$ cat src/utf8_stream_decoder_core_macros.svh
// Assertion macros shared by the decoder RTL.
`ifndef UTF8_STREAM_DECODER_CORE_MACROS_SVH
`define UTF8_STREAM_DECODER_CORE_MACROS_SVH

// Checked at every rising clock edge outside of reset.
`define UTF8SD_ASSERT(label, prop, msg) \
    label: assert property (@(posedge aclk) disable iff (!aresetn) (prop)) else $error(msg);

// Checked at every rising clock edge, reset included.
`define UTF8SD_ASSERT_ALWAYS(label, prop, msg) \
    label: assert property (@(posedge aclk) (prop)) else $error(msg);

`endif

$ cat src/utf8sd_pkg.sv
package utf8sd_pkg;

    localparam int CP_W   = 31;
    localparam int BYTE_W = 8;
    localparam int ST_W   = 2;
    localparam int ADDR_W = 3;
    localparam int PART_W = 25;

    localparam logic [ST_W-1:0] ST_VALID   = 2'd0;
    localparam logic [ST_W-1:0] ST_INVALID = 2'd1;
    localparam logic [ST_W-1:0] ST_END     = 2'd2;

    localparam logic [ADDR_W-1:0] ADDR_REPL = 3'd0;
    localparam logic [CP_W-1:0]   REPL_RESET = 31'd63;

    localparam logic [2:0] LEN_NONE = 3'd0;
    localparam logic [2:0] LEN_2    = 3'd2;
    localparam logic [2:0] LEN_3    = 3'd3;
    localparam logic [2:0] LEN_4    = 3'd4;
    localparam logic [2:0] LEN_5    = 3'd5;
    localparam logic [2:0] LEN_6    = 3'd6;

    // Checks a completed multi-byte value for overlong forms, surrogates
    // and the two non-characters at the end of the basic plane.
    function automatic logic value_ok(input logic [CP_W-1:0] v, input logic [2:0] len);
        logic [CP_W-1:0] floor_max;
        logic            ok;
        case (len)
            LEN_2:   floor_max = 31'h0000_007F;
            LEN_3:   floor_max = 31'h0000_07FF;
            LEN_4:   floor_max = 31'h0000_FFFF;
            LEN_5:   floor_max = 31'h001F_FFFF;
            LEN_6:   floor_max = 31'h03FF_FFFF;
            default: floor_max = '0;
        endcase
        ok = 1'b1;
        if (len >= LEN_2 && v <= floor_max) ok = 1'b0;
        if (v >= 31'h0000_D800 && v <= 31'h0000_DFFF) ok = 1'b0;
        if (v == 31'h0000_FFFE || v == 31'h0000_FFFF) ok = 1'b0;
        return ok;
    endfunction

endpackage

$ cat src/utf8_stream_decoder_core.sv
// UTF-8 stream decoder, original form with one- to six-byte sequences.
// Input channel (s_*): one word per raw byte in s_tdata; s_tlast high marks
// end of input, and the byte is then ignored. Result channel (m_*): the
// decoded code point in m_tdata and a status in m_tuser (valid, invalid
// sequence, or end of input). Lead bytes and non-final continuation bytes
// produce no result word. The APB port holds the replacement code that is
// sent for every invalid sequence; write it only while the block is idle.
// Throughput is one word per cycle while m_tready holds: the input register
// feeds a single pass of decode logic that updates the sequence state and
// loads the result register in the same cycle. Each input word is taken
// into the input register and then decoded into the result register on m_*.
// A stalled receiver holds the result register; the input register still
// takes one more word, after which s_tready drops until m_tready returns.
// Reset (synchronous, aresetn low) empties both registers, returns the
// decoder to idle and sets the replacement code back to '?' (63).
`include "utf8_stream_decoder_core_macros.svh"

module utf8_stream_decoder_core (
    input  logic                              aclk,
    input  logic                              aresetn,
    // Input channel
    input  logic                              s_tvalid,
    output logic                              s_tready,
    input  logic [utf8sd_pkg::BYTE_W-1:0]     s_tdata,   // [7:0] byte_value
    input  logic                              s_tlast,   // end_of_stream
    // Result channel
    output logic                              m_tvalid,
    input  logic                              m_tready,
    output logic [31:0]                       m_tdata,   // [30:0] code_point, [31] zero
    output logic [utf8sd_pkg::ST_W-1:0]       m_tuser,   // [1:0] status
    // APB configuration port
    input  logic                              psel,
    input  logic                              penable,
    input  logic                              pwrite,
    input  logic [utf8sd_pkg::ADDR_W-1:0]     paddr,
    input  logic [31:0]                       pwdata,
    output logic [31:0]                       prdata,
    output logic                              pready
);
    import utf8sd_pkg::*;

    // Configuration register.
    logic [CP_W-1:0] repl_reg;

    // Input register.
    logic              in_valid_reg;
    logic [BYTE_W-1:0] in_byte_reg;
    logic              in_eos_reg;

    // Sequence state. The partial value never needs more than 25 bits
    // before the last continuation byte arrives.
    logic [PART_W-1:0] part_reg, part_next;
    logic [2:0]        rem_reg, rem_next;
    logic [2:0]        len_reg, len_next;

    // Result register.
    logic            out_valid_reg;
    logic [CP_W-1:0] out_cp_reg;
    logic [ST_W-1:0] out_st_reg;

    // Decode results for the word in the input register.
    logic            res_valid;
    logic [CP_W-1:0] res_cp;
    logic [ST_W-1:0] res_st;
    logic [CP_W-1:0] full_value;
    logic            adv;

    // The input word is decoded when the result register is free or being
    // emptied in this same cycle.
    assign adv      = in_valid_reg && (!out_valid_reg || m_tready);
    assign s_tready = !in_valid_reg || adv;

    assign full_value = {part_reg, in_byte_reg[5:0]};

    always_comb begin
        part_next = part_reg;
        rem_next  = rem_reg;
        len_next  = len_reg;
        res_valid = 1'b0;
        res_cp    = '0;
        res_st    = ST_VALID;

        if (in_eos_reg) begin
            // End of input drops any pending sequence.
            rem_next  = '0;
            len_next  = LEN_NONE;
            res_valid = 1'b1;
            res_st    = ST_END;
        end else if (rem_reg == 3'd0) begin
            if (!in_byte_reg[7]) begin
                res_valid = 1'b1;
                res_cp    = {{(CP_W-BYTE_W){1'b0}}, in_byte_reg};
            end else if (in_byte_reg[7:5] == 3'b110) begin
                part_next = {{(PART_W-5){1'b0}}, in_byte_reg[4:0]};
                len_next  = LEN_2;
                rem_next  = 3'd1;
            end else if (in_byte_reg[7:4] == 4'b1110) begin
                part_next = {{(PART_W-4){1'b0}}, in_byte_reg[3:0]};
                len_next  = LEN_3;
                rem_next  = 3'd2;
            end else if (in_byte_reg[7:3] == 5'b11110) begin
                part_next = {{(PART_W-3){1'b0}}, in_byte_reg[2:0]};
                len_next  = LEN_4;
                rem_next  = 3'd3;
            end else if (in_byte_reg[7:2] == 6'b111110) begin
                part_next = {{(PART_W-2){1'b0}}, in_byte_reg[1:0]};
                len_next  = LEN_5;
                rem_next  = 3'd4;
            end else if (in_byte_reg[7:1] == 7'b1111110) begin
                part_next = {{(PART_W-1){1'b0}}, in_byte_reg[0]};
                len_next  = LEN_6;
                rem_next  = 3'd5;
            end else begin
                // A stray continuation byte, 0xFE or 0xFF.
                res_valid = 1'b1;
                res_cp    = repl_reg;
                res_st    = ST_INVALID;
            end
        end else if (in_byte_reg[7:6] != 2'b10) begin
            // Expected a continuation; the offending byte is consumed.
            rem_next  = '0;
            len_next  = LEN_NONE;
            res_valid = 1'b1;
            res_cp    = repl_reg;
            res_st    = ST_INVALID;
        end else if (rem_reg == 3'd1) begin
            // Last continuation: check and emit the completed value.
            rem_next  = '0;
            len_next  = LEN_NONE;
            res_valid = 1'b1;
            if (value_ok(full_value, len_reg)) begin
                res_cp = full_value;
                res_st = ST_VALID;
            end else begin
                res_cp = repl_reg;
                res_st = ST_INVALID;
            end
        end else begin
            part_next = {part_reg[PART_W-7:0], in_byte_reg[5:0]};
            rem_next  = rem_reg - 3'd1;
        end
    end

    always_ff @(posedge aclk) begin
        if (!aresetn) begin
            in_valid_reg <= 1'b0;
        end else if (s_tready) begin
            in_valid_reg <= s_tvalid;
        end
        if (s_tready) begin
            in_byte_reg <= s_tdata;
            in_eos_reg  <= s_tlast;
        end
    end

    always_ff @(posedge aclk) begin
        if (!aresetn) begin
            rem_reg <= '0;
            len_reg <= LEN_NONE;
        end else if (adv) begin
            rem_reg <= rem_next;
            len_reg <= len_next;
        end
        if (adv) begin
            part_reg <= part_next;
        end
    end

    always_ff @(posedge aclk) begin
        if (!aresetn) begin
            out_valid_reg <= 1'b0;
        end else if (adv) begin
            out_valid_reg <= res_valid;
        end else if (m_tready) begin
            out_valid_reg <= 1'b0;
        end
        if (adv) begin
            out_cp_reg <= res_cp;
            out_st_reg <= res_st;
        end
    end

    assign m_tvalid = out_valid_reg;
    assign m_tdata  = {1'b0, out_cp_reg};
    assign m_tuser  = out_st_reg;

    // Configuration port.
    always_ff @(posedge aclk) begin
        if (!aresetn) begin
            repl_reg <= REPL_RESET;
        end else if (psel && penable && pwrite && pready && paddr == ADDR_REPL) begin
            repl_reg <= pwdata[CP_W-1:0];
        end
    end

    assign pready = 1'b1;
    assign prdata = (paddr == ADDR_REPL) ? {1'b0, repl_reg} : 32'd0;

    // Checks on the sequence state and the result register.
    `UTF8SD_ASSERT(a_rem_below_len, rem_reg != 3'd0 |-> (rem_reg < len_reg && rem_reg <= 3'd5), "continuation count out of step with sequence length")
    `UTF8SD_ASSERT(a_eos_goes_idle, adv && in_eos_reg |=> rem_reg == 3'd0 && len_reg == LEN_NONE, "end marker did not return the decoder to idle")
    `UTF8SD_ASSERT(a_end_is_zero, out_valid_reg && out_st_reg == ST_END |-> out_cp_reg == '0, "end status with a nonzero code point")
    `UTF8SD_ASSERT(a_status_known, out_valid_reg |-> out_st_reg != 2'd3, "result status outside the defined codes")

endmodule
$ cat config.mk
export PLATFORM = sky130hd
export DESIGN_NAME = utf8_stream_decoder_core
export DESIGN_NICKNAME = d
export VERILOG_FILES = /design/src/utf8sd_pkg.sv /design/src/utf8_stream_decoder_core.sv
export VERILOG_INCLUDE_DIRS = /design/src /design/src/src
export SDC_FILE = /design/constraint.sdc
export NUM_CORES = 1
export LEC_CHECK = 0
export BUFFER_PORTS_ARGS = -buffer_cell sky130_fd_sc_hd__buf_2
export CAP_MARGIN = 20
export CORE_ASPECT_RATIO = 1.2
export CORE_MARGIN = 1.5
export CORE_UTILIZATION = 55
export CTS_CLUSTER_SIZE = 16
export DETAILED_ROUTE_END_ITERATION = 8
export GPL_TIMING_DRIVEN = 0
export HOLD_SLACK_MARGIN = 0.12
export PLACE_DENSITY_LB_ADDON = 0.15
export SKIP_LAST_GASP = 1
export SLEW_MARGIN = 30
export SYNTH_ARGS = -nofsm -noshare
export SYNTH_HDL_FRONTEND = slang
export SYNTH_SLANG_ARGS = --single-unit
export TNS_END_PERCENT = 100
$ cat constraint.sdc
create_clock -name aclk -period 6.4 [get_ports aclk]
set_input_delay 0 -clock aclk [delete_from_list [all_inputs] [get_ports aclk]]
set_output_delay 0 -clock aclk [all_outputs]
set_load 0.05 [all_outputs]
* After elaboration in Yosys (flattened, before gate mapping)
Index checks and enable logic that the tools add are counted.
** Storage, ports and cells
- Logic and storage cells :: 128
- Bits of input ports :: 51
- Output and inout port bits :: 69
- Bits in registers :: 106
** Cells by class
- Order comparisons :: 4
- Add/subtract/negate cells :: 1
- Bitwise operators :: 1
- Reductions and logical operators :: 18
- Equal/unequal tests :: 20
- Multiplexer cells :: 74
** Operators with widths (count)
- $mux W31 :: 15
- $mux W25 :: 9
- $pmux W26 S5 :: 1
- $eq A31 B16 Y1 const B :: 2
- $mux W3 :: 20
- $ge A31 B16 Y1 const B :: 1
- $le A31 B16 Y1 const B :: 1
- $le A31 B31 Y1 :: 1
- $mux W1 :: 28
- $eq A3 B3 Y1 const B :: 4
- $ne A2 B2 Y1 const B :: 4
- $eq A7 B7 Y1 const B :: 1
- $ne A7 B2 Y1 const B :: 1
- $eq A3 B2 Y1 const B :: 2
- $eq A6 B6 Y1 const B :: 1
- $logic_and A1 B1 Y1 :: 6
- $logic_not A3 Y1 :: 2
- $ne A6 B1 Y1 const B :: 1
- $reduce_and A6 Y1 :: 1
- $eq A5 B5 Y1 const B :: 1
- $eq A4 B4 Y1 const B :: 1
- $reduce_and A4 Y1 :: 1
- $reduce_bool A4 Y1 :: 1
- $eq A3 B1 Y1 const B :: 1
- 9 further kinds :: 12

* Depth between registers and ports, before layout
- Word-level depth :: 19
- Gate-level depth with buffers :: 13
- Depth with buffers taken out :: 10

* Worst setup path before layout
OpenSTA, ideal clock, no wires.
- Kind :: reg-to-reg
- Start point :: reg out_valid_reg, in the netlist m_tvalid
- End point :: reg part_reg[0] (enable)
- Buffers on the path :: 0
- Arrival :: 3.681 ns
- Period minus slack after synthesis :: 4.088 ns
- Stages on the path, launching flop included :: 5
- Required time :: 5.993 ns
- Library setup time :: 0.407 ns
- Slack :: 2.312 ns
- Cell sequence :: dfxtp_1 nor2b_1 nor2b_1 o21ai_0 nor2_1
** On the way
- Longest elaborated chain between the ends :: 4
** Ends and longest elaborated chain
- start, declared :: line utf8_stream_decoder_core.sv:57 : logic out_valid_reg;
- start signal, assigned :: line utf8_stream_decoder_core.sv:173 : out_valid_reg <= res_valid;
- $logic_not A1 Y1 :: line utf8_stream_decoder_core.sv:70 : assign adv = in_valid_reg && (!out_valid_reg || m_tready);
- $logic_or A1 B1 Y1 :: line utf8_stream_decoder_core.sv:70
- $logic_and A1 B1 Y1 :: line utf8_stream_decoder_core.sv:70
- via adv :: line utf8_stream_decoder_core.sv:66 : logic adv;
- $reduce_and A6 Y1 (no source line)
- end signal, assigned :: line utf8_stream_decoder_core.sv:165 : part_reg <= part_next;
- end, declared :: line utf8_stream_decoder_core.sv:52 : logic [PART_W-1:0] part_reg, part_next;
The timed path passes the listed nets, and every way through them passes these cells.
A chain may end at the register's enable or synchronous reset.

* Worst setup path after layout
- Start point :: reg len_reg[1]
- End point :: reg out_cp_reg[17], data pin
** On the way
- Longest elaborated chain between the ends :: 19
- Elaborated cells between the ends (all ways) :: 24
- Classes of those cells :: order compare: 2; eq/ne: 5; mux: 16; reduce/logical: 1
** Ends and longest elaborated chain
- start, declared :: line utf8_stream_decoder_core.sv:54 : logic [2:0] len_reg, len_next;
- start signal, assigned :: line utf8_stream_decoder_core.sv:162 : len_reg <= len_next;
- $eq A3 B3 Y1 / $eq A3 B2 Y1 (equally long branches) :: line utf8sd_pkg.sv:28 : case (len)
- $pmux W26 S5 :: line utf8sd_pkg.sv:28
- $mux W31 :: line utf8_stream_decoder_core.sv:126 : end else if (rem_reg == 3'd1) begin
- $mux W31 :: line utf8_stream_decoder_core.sv:119 : end else if (in_byte_reg[7:6] != 2'b10) begin
- $mux W31 :: line utf8_stream_decoder_core.sv:89 : end else if (rem_reg == 3'd0) begin
- $mux W31 :: line utf8_stream_decoder_core.sv:83 : if (in_eos_reg) begin
- $le A31 B31 Y1 :: line utf8sd_pkg.sv:37 : if (len >= LEN_2 && v <= floor_max) ok = 1'b0;
- $logic_and A1 B1 Y1 (*) :: line utf8sd_pkg.sv:37
- (+3 left out)
- $mux W1 (*) :: line utf8_stream_decoder_core.sv:126
- $mux W1 (*) :: line utf8_stream_decoder_core.sv:119
- $mux W1 (*) :: line utf8_stream_decoder_core.sv:89
- $mux W1 (*) :: line utf8_stream_decoder_core.sv:83
- $mux W31 (*) :: line utf8_stream_decoder_core.sv:131 : if (value_ok(full_value, len_reg)) begin
- $mux W31 (*) :: line utf8_stream_decoder_core.sv:126
- $mux W31 (*) :: line utf8_stream_decoder_core.sv:119
- $mux W31 (*) :: line utf8_stream_decoder_core.sv:89
- end signal, assigned :: line utf8_stream_decoder_core.sv:178 : out_cp_reg <= res_cp;
- end, declared :: line utf8_stream_decoder_core.sv:58 : logic [CP_W-1:0] out_cp_reg;
Every way passes the cells marked *; elsewhere a longest branch is shown, timed or not. The select of a mux whose other input is x is not followed.

==> impl_metrics.prom <==
# TYPE chip_impl_metric gauge
chip_impl_metric{name="final_setup_fails",unit=""} 0
chip_impl_metric{name="flow.area_growth_from_synthesis",unit="%"} 32.2
chip_impl_info{name="rr_endpoint",value="out_cp_reg[17]"} 1
chip_impl_metric{name="h-tree-depth",unit=""} 3
chip_impl_info{name="min_delay_startpoint",value="aresetn"} 1
chip_impl_info{name="final_cell_mix",value="sky130_fd_sc_hd__buf_2 (118), sky130_fd_sc_hd__nand2_1 (80), sky130_fd_sc_hd__dlygate4sd3_1 (69), sky130_fd_sc_hd__edfxtp_1 (67), sky130_fd_sc_hd__and2_1 (54)"} 1
chip_impl_metric{name="timing.clock.skew",unit="ns"} 0.0164
chip_impl_metric{name="detailroute.via_count",unit=""} 4528
chip_impl_metric{name="min_period_over_period",unit="%"} 52.8
chip_impl_info{name="min-delay-path-class",value="in2reg"} 1
chip_impl_info{name="dominantRegCellSynth",value="sky130_fd_sc_hd__edfxtp_1"} 1
chip_impl_metric{name="stdcell_area",unit="mm²"} 0.00694
chip_impl_info{name="timing.critical_path.to_type",value="register"} 1
chip_impl_info{name="final_common_cell",value="sky130_fd_sc_hd__buf_2"} 1
chip_impl_metric{name="route.detailed.drc",unit=""} 0
chip_impl_metric{name="cts_inserted_buffers",unit=""} 9
chip_impl_metric{name="globalRouteMet1Util",unit="%"} 28.3
chip_impl_metric{name="die_y",unit="µm"} 110
chip_impl_metric{name="avgSynthCellArea",unit="µm²"} 10.5
chip_impl_metric{name="r2r_slack",unit="ns"} 3.02
chip_impl_metric{name="clock_power_share",unit="%"} 31.2
chip_impl_metric{name="worst_slew_pin_slew",unit="ns"} 0.870
chip_impl_metric{name="clock_path_buffers",unit=""} 2
chip_impl_metric{name="post_dp_area",unit="mm²"} 0.00603
chip_impl_metric{name="detail_route.iter0.violations",unit=""} 178
chip_impl_metric{name="share_seq_of_total_power",unit="%"} 55.0
chip_impl_metric{name="dieArea",unit="mm²"} 0.0101
chip_impl_metric{name="first_pass_grt_wire_length",unit="mm"} 20.4
chip_impl_metric{name="global_route.usage.met3",unit="%"} 5.08
chip_impl_metric{name="yosysWarningCount",unit=""} 0
chip_impl_info{name="setup_repair_after_global_routing_missed_its_margin",value="false"} 1
chip_impl_metric{name="clkSinkCount",unit=""} 106
chip_impl_metric{name="row_count",unit=""} 38
chip_impl_metric{name="number_of_flip_flops_and_latches_in_the_synthesized_netlist",unit=""} 106
chip_impl_metric{name="antenna_left",unit=""} 0
chip_impl_metric{name="syn_inst",unit=""} 498
chip_impl_metric{name="design.portCount",unit=""} 120
chip_impl_metric{name="combPwrFrac",unit="%"} 13.8
chip_impl_metric{name="power_switching_share",unit="%"} 26.9
chip_impl_metric{name="drt_via_density",unit=""} 5.52
chip_impl_metric{name="setup_total_negative_slack",unit="ns"} 0
chip_impl_metric{name="buffer_ports.inserted",unit=""} 114
chip_impl_info{name="worstSetupStartpoint",value="len_reg[1]"} 1
chip_impl_metric{name="crit_required",unit="ns"} 6.53
chip_impl_metric{name="grt_start_max_net_pins",unit=""} 22
chip_impl_info{name="worstSetupEndpoint",value="out_cp_reg[17]"} 1
chip_impl_info{name="crit_path_start_kind",value="register"} 1
chip_impl_metric{name="clk_pin_slew",unit="ns"} 0.11
chip_impl_metric{name="ff_latch_area",unit="mm²"} 0.00279
chip_impl_metric{name="slew_viol_final",unit=""} 0
chip_impl_info{name="worstSetupPathType",value="reg2reg"} 1
chip_impl_metric{name="core_footprint",unit="mm²"} 0.00918
chip_impl_metric{name="worst_slew_margin_rel",unit="%"} 41.8
chip_impl_metric{name="reg2reg_depth",unit=""} 13
chip_impl_metric{name="drt-total-wl",unit="mm"} 13.1
chip_impl_metric{name="delay_of_the_slowest_critical_path_stage",unit="ns"} 0.39
chip_impl_info{name="crit_chain",value="buf_2 > nand2_1 > xor2_1 > ha_1 > nand4_1 > or2_2 > a221oi_1 > nor4_2 > or2_4 > a31o_4 > buf_8 > buf_12 > a22o_1"} 1
chip_impl_metric{name="chip_width",unit="µm"} 92.2
chip_impl_metric{name="multiInputGateArea",unit="mm²"} 0.00230
chip_impl_metric{name="gpl.final_weighted_congestion",unit=""} 0.887
chip_impl_info{name="tritoncts",value="yes"} 1
chip_impl_info{name="critical-path-slowest-cell",value="sky130_fd_sc_hd__a221oi_1"} 1
chip_impl_metric{name="globalRouteMet2Util",unit="%"} 50.4
chip_impl_metric{name="synth.distinct_cells",unit=""} 56
chip_impl_info{name="rr_startpoint",value="len_reg[1]"} 1
chip_impl_metric{name="initial_utilization",unit="%"} 57.2
chip_impl_metric{name="arrival_time_of_data_at_the_critical_path_endpoint",unit="ns"} 3.51
chip_impl_metric{name="synth_area",unit="mm²"} 0.00525
chip_impl_metric{name="power.density_cell_area",unit="mW/mm²"} 198
chip_impl_info{name="busiest_layer",value="met2"} 1
chip_impl_metric{name="globalRouteOverflowTotal",unit=""} 0
chip_impl_metric{name="insertedDiodeCount",unit=""} 0
chip_impl_metric{name="dp_cells",unit=""} 735
chip_impl_metric{name="synth_sequential_area_ratio",unit="%"} 53.2
chip_impl_metric{name="cts_repair_resize_count",unit=""} 0
chip_impl_metric{name="firstDrtPassIters",unit=""} 4
chip_impl_metric{name="p_leak",unit="nW"} 2.87
chip_impl_metric{name="grt_antenna_before_repair",unit=""} 0
chip_impl_metric{name="layout.filler_cells",unit=""} 628
chip_impl_info{name="run_status",value="finished, final reports clean"} 1
chip_impl_metric{name="post-route-min-period",unit="ns"} 3.38
chip_impl_metric{name="synth_edf_count",unit=""} 67
chip_impl_metric{name="post_route_cells_drive_above_1_share",unit="%"} 21.9
chip_impl_metric{name="power.ir.vdd_worst",unit="mV"} 0.158
chip_impl_metric{name="timing.final.hold_violations",unit=""} 0
chip_impl_metric{name="p_int",unit="mW"} 1.01
chip_impl_metric{name="wire_per_inst",unit="µm"} 16.0
chip_impl_metric{name="p_switching",unit="µW"} 369
chip_impl_metric{name="synthArstFlopShare",unit="%"} 0
chip_impl_info{name="clock_tree.root_cell",value="sky130_fd_sc_hd__clkbuf_8"} 1
chip_impl_metric{name="cap_violations",unit=""} 0
chip_impl_metric{name="detailed_place_hpwl",unit="mm"} 9.19
chip_impl_metric{name="grt_use_total",unit="%"} 26.2
chip_impl_metric{name="number_of_nets_in_the_layout",unit=""} 769
chip_impl_metric{name="layoutNonFillerInstCount",unit=""} 820
chip_impl_metric{name="achievable-frequency",unit="MHz"} 296
chip_impl_metric{name="clk-insertion-delay-late",unit="ns"} 0.37
chip_impl_metric{name="first_global_vias",unit=""} 4328
chip_impl_metric{name="path_max_fanout",unit=""} 10
-- area by class of cell --
class | instances | area share [%]
clock inverters | 5 | 0.739
clock buffers | 11 | 2.34
inverters | 6 | 0.325
repair buffers | 185 | 18.8
well taps | 120 | 2.16
multi-input cells | 357 | 33.1
plain buffers | 30 | 2.31
flip-flops and latches | 106 | 40.2
-- kinds of logic after synthesis --
kind of cell             after synthesis  share of synthesized area [%]
AND/OR/NAND/NOR                      214                           21.2
multiplexers                           1                          0.191
adder cells (fa/ha/maj)               23                           5.48
XOR/XNOR                               2                          0.334
buffers and inverters                 36                           3.48
other                                  2                          0.143
flip-flops                           106                           53.2
AO/OA/AOI/OAI                        114                           15.9
-- routing by layer --
metal  part of all wire (%)  vias to the layer above
met5                      0                        -
met4                    2.5                        0
met3                    5.4                       27
met2                     54                      169
met1                     38                     2138
li1                       -                     2194
-- Yosys cell counts (6+ instances only) --
master / number / area share [%]
sky130_fd_sc_hd__ha_1: 23 / 5.5
sky130_fd_sc_hd__nand4_1: 7 / 0.83
sky130_fd_sc_hd__nand2_1: 80 / 5.7
sky130_fd_sc_hd__a21oi_1: 25 / 2.4
sky130_fd_sc_hd__inv_1: 6 / 0.43
sky130_fd_sc_hd__nor2_1: 14 / 1.0
sky130_fd_sc_hd__clkbuf_1: 19 / 1.4
sky130_fd_sc_hd__o21ai_0: 9 / 0.86
sky130_fd_sc_hd__nor4_1: 7 / 0.83
sky130_fd_sc_hd__nor2b_1: 13 / 1.5
sky130_fd_sc_hd__a22o_1: 28 / 4.7
sky130_fd_sc_hd__a21boi_0: 25 / 3.6
sky130_fd_sc_hd__dfxtp_1: 39 / 15
sky130_fd_sc_hd__nor3_1: 6 / 0.57
sky130_fd_sc_hd__o21a_1: 6 / 0.86
sky130_fd_sc_hd__and2_1: 54 / 6.4
sky130_fd_sc_hd__nand3_1: 11 / 1.0
sky130_fd_sc_hd__edfxtp_1: 67 / 38
-- power by group through the flow --
stage,combinational [mW],clock [mW],sequential [mW]
finish,0.190,0.429,0.756
global route,0.204,0.467,0.758
CTS,0.187,0.434,0.756
detailed placement,0.165,0,0.771
global placement,0.157,0,0.772
floorplan,0.0845,0,0.801
-- critical path, delay by kind of cell, from the launching register on --
kind / cells / cell delay (ns)
compound gates: 3 / 0.88
fa+ha+maj: 1 / 0.22
flops: 1 / 0.32
simple gates: 5 / 0.91
buf+inv: 3 / 0.48
xor+xnor: 1 / 0.34
-- worst min path at each step --
stage,endpoint,slack (ns),cells past startpoint
CTS,repl_reg[5],0.23,3
floorplan,in_byte_reg[0],0.1,0
finish,repl_reg[5],0.23,3
detailed placement,in_byte_reg[0],0.18,1
global placement,in_byte_reg[1],0.18,1
global route,repl_reg[0],0.28,3
-- metrics by stage --
step,utilization [%],hold slack (ns),worst slack (ns),power [mW]
6_report,75.6,0.232,3.02,1.38
5_1_grt,75.6,0.282,2.86,1.43
4_1_cts,75.6,0.227,3.08,1.38
3_5_place_dp,65.7,0.178,3.09,0.937
3_3_place_gp,65.1,0.176,1.35,0.929
2_1_floorplan,-,0.0989,2.31,0.885
-- what timing repair did --
action | in CTS | in global routing
endpoints found under the setup margin | 0 | 0
hold endpoints to repair | 46 | 0
setup buffers | 0 | 0
hold buffers | 69 | 0
(Power assumes the default switching activity.)
